===== src/sv/tcaf_pkg.sv =====
package tcaf_pkg;

  localparam int NODE_W        = 10;
  localparam int OPCODE_W      = 2;
  localparam int NODES_DEFAULT = 1024;

  typedef enum logic [OPCODE_W-1:0] {
    OP_EDGE  = 2'd0,
    OP_QUERY = 2'd1,
    OP_CLEAR = 2'd2
  } opcode_e;

  typedef enum logic [1:0] {
    ST_CLEAR,
    ST_IDLE,
    ST_WALK
  } state_e;

  typedef enum logic [1:0] {
    RES_MISS,
    RES_NODE_A,
    RES_MEET
  } res_src_e;

  // One parent-table entry: parent is meaningful only when has_parent is set.
  typedef struct packed {
    logic              has_parent;
    logic [NODE_W-1:0] parent;
  } entry_t;

  typedef struct packed {
    logic     edge_wr;
    logic     clr_init;
    logic     clr_wr;
    logic     walk_load;
    logic     walk_step;
    logic     res_en;
    res_src_e res_src;
  } cmd_t;

  typedef struct packed {
    logic in_range;
    logic nodes_equal;
    logic meet;
    logic step_last;
    logic clr_last;
  } status_t;

endpackage


===== src/sv/tcaf_ctrl.sv =====
module tcaf_ctrl (
  input  logic                               clk_i,
  input  logic                               rst_ni,
  input  logic                               start,
  input  logic [tcaf_pkg::OPCODE_W-1:0]      opcode_i,
  input  tcaf_pkg::status_t                  status_i,
  output tcaf_pkg::cmd_t                     cmd_o,
  output logic                               busy
);

  tcaf_pkg::state_e state_q, state_d;

  always_ff @(posedge clk_i or negedge rst_ni) begin
    if (!rst_ni) begin
      state_q <= tcaf_pkg::ST_CLEAR;
    end else begin
      state_q <= state_d;
    end
  end

  always_comb begin
    state_d       = state_q;
    cmd_o         = '0;
    cmd_o.res_src = tcaf_pkg::RES_MISS;
    busy          = 1'b1;
    case (state_q)
      tcaf_pkg::ST_IDLE: begin
        busy = 1'b0;
        if (start) begin
          case (tcaf_pkg::opcode_e'(opcode_i))
            tcaf_pkg::OP_EDGE: begin
              cmd_o.edge_wr = status_i.in_range;
            end
            tcaf_pkg::OP_QUERY: begin
              if (!status_i.in_range) begin
                cmd_o.res_en  = 1'b1;
                cmd_o.res_src = tcaf_pkg::RES_MISS;
              end else if (status_i.nodes_equal) begin
                cmd_o.res_en  = 1'b1;
                cmd_o.res_src = tcaf_pkg::RES_NODE_A;
              end else begin
                cmd_o.walk_load = 1'b1;
                state_d         = tcaf_pkg::ST_WALK;
              end
            end
            tcaf_pkg::OP_CLEAR: begin
              cmd_o.clr_init = 1'b1;
              state_d        = tcaf_pkg::ST_CLEAR;
            end
            default: begin
              // unused opcode: drop the transfer
            end
          endcase
        end
      end
      tcaf_pkg::ST_WALK: begin
        if (status_i.meet) begin
          cmd_o.res_en  = 1'b1;
          cmd_o.res_src = tcaf_pkg::RES_MEET;
          state_d       = tcaf_pkg::ST_IDLE;
        end else if (status_i.step_last) begin
          cmd_o.res_en  = 1'b1;
          cmd_o.res_src = tcaf_pkg::RES_MISS;
          state_d       = tcaf_pkg::ST_IDLE;
        end else begin
          cmd_o.walk_step = 1'b1;
        end
      end
      tcaf_pkg::ST_CLEAR: begin
        cmd_o.clr_wr = 1'b1;
        if (status_i.clr_last) begin
          state_d = tcaf_pkg::ST_IDLE;
        end
      end
      default: begin
        state_d = tcaf_pkg::ST_IDLE;
      end
    endcase
  end

  a_walk_limit: assert property (@(posedge clk_i) disable iff (!rst_ni)
    (state_q == tcaf_pkg::ST_WALK && status_i.step_last) |=> (state_q == tcaf_pkg::ST_IDLE))
    else $error("walk ran past the step limit");

  a_clear_ends: assert property (@(posedge clk_i) disable iff (!rst_ni)
    (state_q == tcaf_pkg::ST_CLEAR && status_i.clr_last) |=> (state_q == tcaf_pkg::ST_IDLE))
    else $error("clearing pass did not end at the last entry");

  a_cmd_excl: assert property (@(posedge clk_i) disable iff (!rst_ni)
    $onehot0({cmd_o.edge_wr, cmd_o.clr_wr, cmd_o.walk_load, cmd_o.walk_step, cmd_o.clr_init}))
    else $error("conflicting datapath commands");

  a_res_source: assert property (@(posedge clk_i) disable iff (!rst_ni)
    cmd_o.res_en |-> (state_q == tcaf_pkg::ST_WALK || (start && !busy)))
    else $error("result issued without a query");

endmodule


===== config.mk =====
export PLATFORM = sky130hd
export DESIGN_NAME = tcaf_ctrl
export DESIGN_NICKNAME = d
export VERILOG_FILES = /design/src/sv/tcaf_pkg.sv /design/src/sv/tcaf_ctrl.sv
export SDC_FILE = /design/constraint.sdc
export NUM_CORES = 1
export LEC_CHECK = 0
export BUFFER_PORTS_ARGS = -buffer_cell sky130_fd_sc_hd__buf_4
export CAP_MARGIN = 20
export CELL_PAD_IN_SITES_DETAIL_PLACEMENT = 0
export CELL_PAD_IN_SITES_GLOBAL_PLACEMENT = 1
export CORE_AREA = 2 2 39 41
export CTS_CLUSTER_SIZE = 25
export DETAILED_ROUTE_END_ITERATION = 6
export DIE_AREA = 0 0 41 43
export HOLD_SLACK_MARGIN = 0.08
export PLACE_DENSITY = 0.66
export SLEW_MARGIN = 10
export SYNTH_ARGS = -nofsm -noshare
export SYNTH_HDL_FRONTEND = slang
export SYNTH_SLANG_ARGS = --single-unit

===== constraint.sdc =====
create_clock -name clk_i -period 1.6 [get_ports clk_i]
set_input_delay 0.24 -clock clk_i [delete_from_list [all_inputs] [get_ports clk_i]]
set_output_delay 0.24 -clock clk_i [all_outputs]
set_load 0.01 [all_outputs]

==> results_dict.tcl <==
set metrics [dict create \
    grt_max_degree 6 \
    cap_violations 0 \
    wl_um 981 \
    clock_latency_ns 0.22 \
    die_w_um 41 \
    drc_errors 0 \
    layout-drive-gt1-share 0.636 \
    synth_warnings 0 \
    power_switching_uw 386 \
    final_cell_area_um2 644 \
    hpwlAfterDp_um 661 \
    ys_seq_elements 2 \
    syn_avg_cell_area_um2 7.90 \
    ant_nets 0 \
    maxSlewViolCount 0 \
    tightest_slew_ns 0.286 \
    tns_ns -0.390 \
    n_antenna_cell 0 \
    sw_frac_of_total 0.394 \
    start_kind "flop" \
    finalCritPeriodShare 1.14 \
    synth_cell_types 22 \
    num_vias 374 \
    hold_violations 0 \
    htree_levels 1 \
    power_frac_comb 0.792 \
    cp-end-kind "output port" \
    grt_pass1_wl_um 1450 \
    initial_core_util 0.200 \
    wl_per_cell_um 12.0 \
    gr-usage-all-layers 0.124 \
    ff2ff_setup_slack_ns 0.05 \
    grt_pass1_vias 343 \
    p_leak_nw 0.305 \
    largest_register_ffs 2 \
    clk_pin_slew_ns 0.03 \
    stdcell_count 82 \
    rsz0062_at_grt "true" \
    synthToLayoutAreaGrowth_pct 133 \
    ys_seq_area_frac 0.181 \
    path_max_fanout 2 \
    max_slew_margin 0.810 \
    vias_per_cell 4.56 \
    fin_util 0.466 \
    top_regs "state_q: 2 flops" \
    max-vdd-ir-drop_uv 426 \
    path_buf_inv 2 \
    p_total_uw 980 \
    status "complete, but fails checks" \
    placed_area_um2 475 \
    io_pins 19 \
    dr.pass1.iters 6 \
    holdWs_ns 0.345 \
    finalCriticalPeriod_ns 1.82 \
    cts_buffers 3 \
    coreArea_um2 1380 \
    finalNetCount 82 \
    antenna_found_initial 0 \
    synth_nets 49 \
    finClkSkew_ns 0.000937 \
    hp-class "in -> async" \
    fill_cells 139 \
    violations "setup timing" \
    cp.arrival_ns 1.58 \
    row_count 14 \
    die_h_um 43 \
    timing.fmax_mhz 550 \
    netlist_instances 35 \
    clock-sinks 2 \
    grt-ovfl-total 0 \
    top_register "state_q" \
    setup_viol 5 \
    crit_chain "inv_2, ha_4, nand2_4, or4b_4, a21boi_2, buf_4" \
    port_buffers 18 \
    dieArea_um2 1760 \
    power.share.clock 0.110 \
    dpl_worst_slack_ns -0.0409 \
    crit_family "simple AND/OR/NAND/NOR gates" \
    cpMaxStageDelayCell "or4b_4" \
    clockRootBuffer "clkbuf_4" \
    detail_route.iter0.violations 4 \
    intPower_uw 593 \
    seq_power_share 0.099 \
    ctsLongestPathBuffers 2 \
    fin_ws_ns -0.217 \
    cellPowerDensity_nw_per_um2 1520 \
    gp_congestion 0.754 \
    crit_type "reg -> out" \
    cp.required_ns 1.36 \
    slowest_delay_ns 0.47 \
    syn_area_um2 277 \
    post-place-cells 74 \
    cts_tree "done" \
]
cells by family after synthesis:
family	after synthesis	synth area share
and+or+nand+nor	18	0.394
buffers and inverters	5	0.0679
AOI/OAI and AO/OA	6	0.176
adders and majority gates	4	0.181
DFF	2	0.181
power by group through the flow:
stage / Combinational [mW] / Clock, mW / Sequential, mW
floorplan: 0.254 / 0 / 0.0923
global placement: 0.489 / 0 / 0.0898
detailed placement: 0.490 / 0 / 0.0905
CTS: 0.651 / 0.110 / 0.0953
global route: 0.847 / 0.111 / 0.0988
finish: 0.776 / 0.108 / 0.0965
cell type report:
type                       count  area [um2]  area share
tap                           16        20.0      0.0311
sequential                     2        50.0      0.0777
timing repair buffer          28         220       0.342
inverter                       5        21.3      0.0330
clock buffer                   3        22.5      0.0350
multi-input combinational     28         310       0.482
worst paths after layout:
| path | start | to | cells after the start |
|---|---|---|---|
| min | rst_ni | state_q[0] | 2 |
| max reg2reg | state_q[0] | state_q[1] | 7 |
| max in group asynchronous | rst_ni | state_q[1] | 2 |
| min reg2reg | state_q[0] | state_q[0] | 2 |
| min in group clk_i | status_i[0] | state_q[0] | 5 |
| max | state_q[1] | cmd_o[2] | 6 |
routing by layer:
layer	track usage	up-vias	routed length, um
met2	0.191	13	516
met3	0.0314	0	63
met4	0.0600	0	0
li1	-	191	-
met1	0.154	170	401
met5	0	-	0
what timing repair did:
item / CTS / global route
gates resized for setup: 13 / 5
hold buffers: 1 / 0
pin swaps: 6 / 3
hold endpoints to repair: 2 / 0
setup buffers: 4 / 2
endpoints found under the setup margin: 5 / 7
Yosys cell counts:
| library cell | count | area, um2 |
|---|---|---|
| nand4_1 | 1 | 6.26 |
| inv_1 | 5 | 18.8 |
| o2bb2ai_1 | 1 | 8.76 |
| a21boi_1 | 1 | 7.51 |
| ha_1 | 4 | 50.1 |
| and4b_1 | 1 | 10.0 |
| or4b_1 | 1 | 10.0 |
| nand2b_1 | 1 | 6.26 |
| a21oi_1 | 1 | 5.00 |
| nand2_1 | 3 | 11.3 |
| nand3_1 | 1 | 5.00 |
| nor4b_1 | 1 | 8.76 |
| a221oi_2 | 1 | 15.0 |
| nor2_1 | 3 | 11.3 |
| nand3b_1 | 2 | 15.0 |
| o21ai_0 | 1 | 5.00 |
| nor3_1 | 1 | 5.00 |
| dfrtp_1 | 2 | 50.1 |
| nor2b_1 | 1 | 6.26 |
| and3_1 | 1 | 6.26 |
| a22oi_1 | 1 | 7.51 |
| nor3b_1 | 1 | 7.51 |
placed cells by master (no fill, tap or decap), drive strengths merged, types with 2 or more instances in the layout:
cell type	n
ha	4
nand3b	2
clkbuf	3
nand2	3
nor2	3
dfrtp	2
buf	27
inv	5
worst reg2reg max path, cell delays in order (launching register included):
cell and delay, ns:
dfrtp_1 0.39, buf_4 0.17, inv_4 0.05, ha_4 0.15
nor3b_4 0.16, a221oi_4 0.25, nand2_1 0.09, a22oi_1 0.19
(Power assumes the default switching activity.)
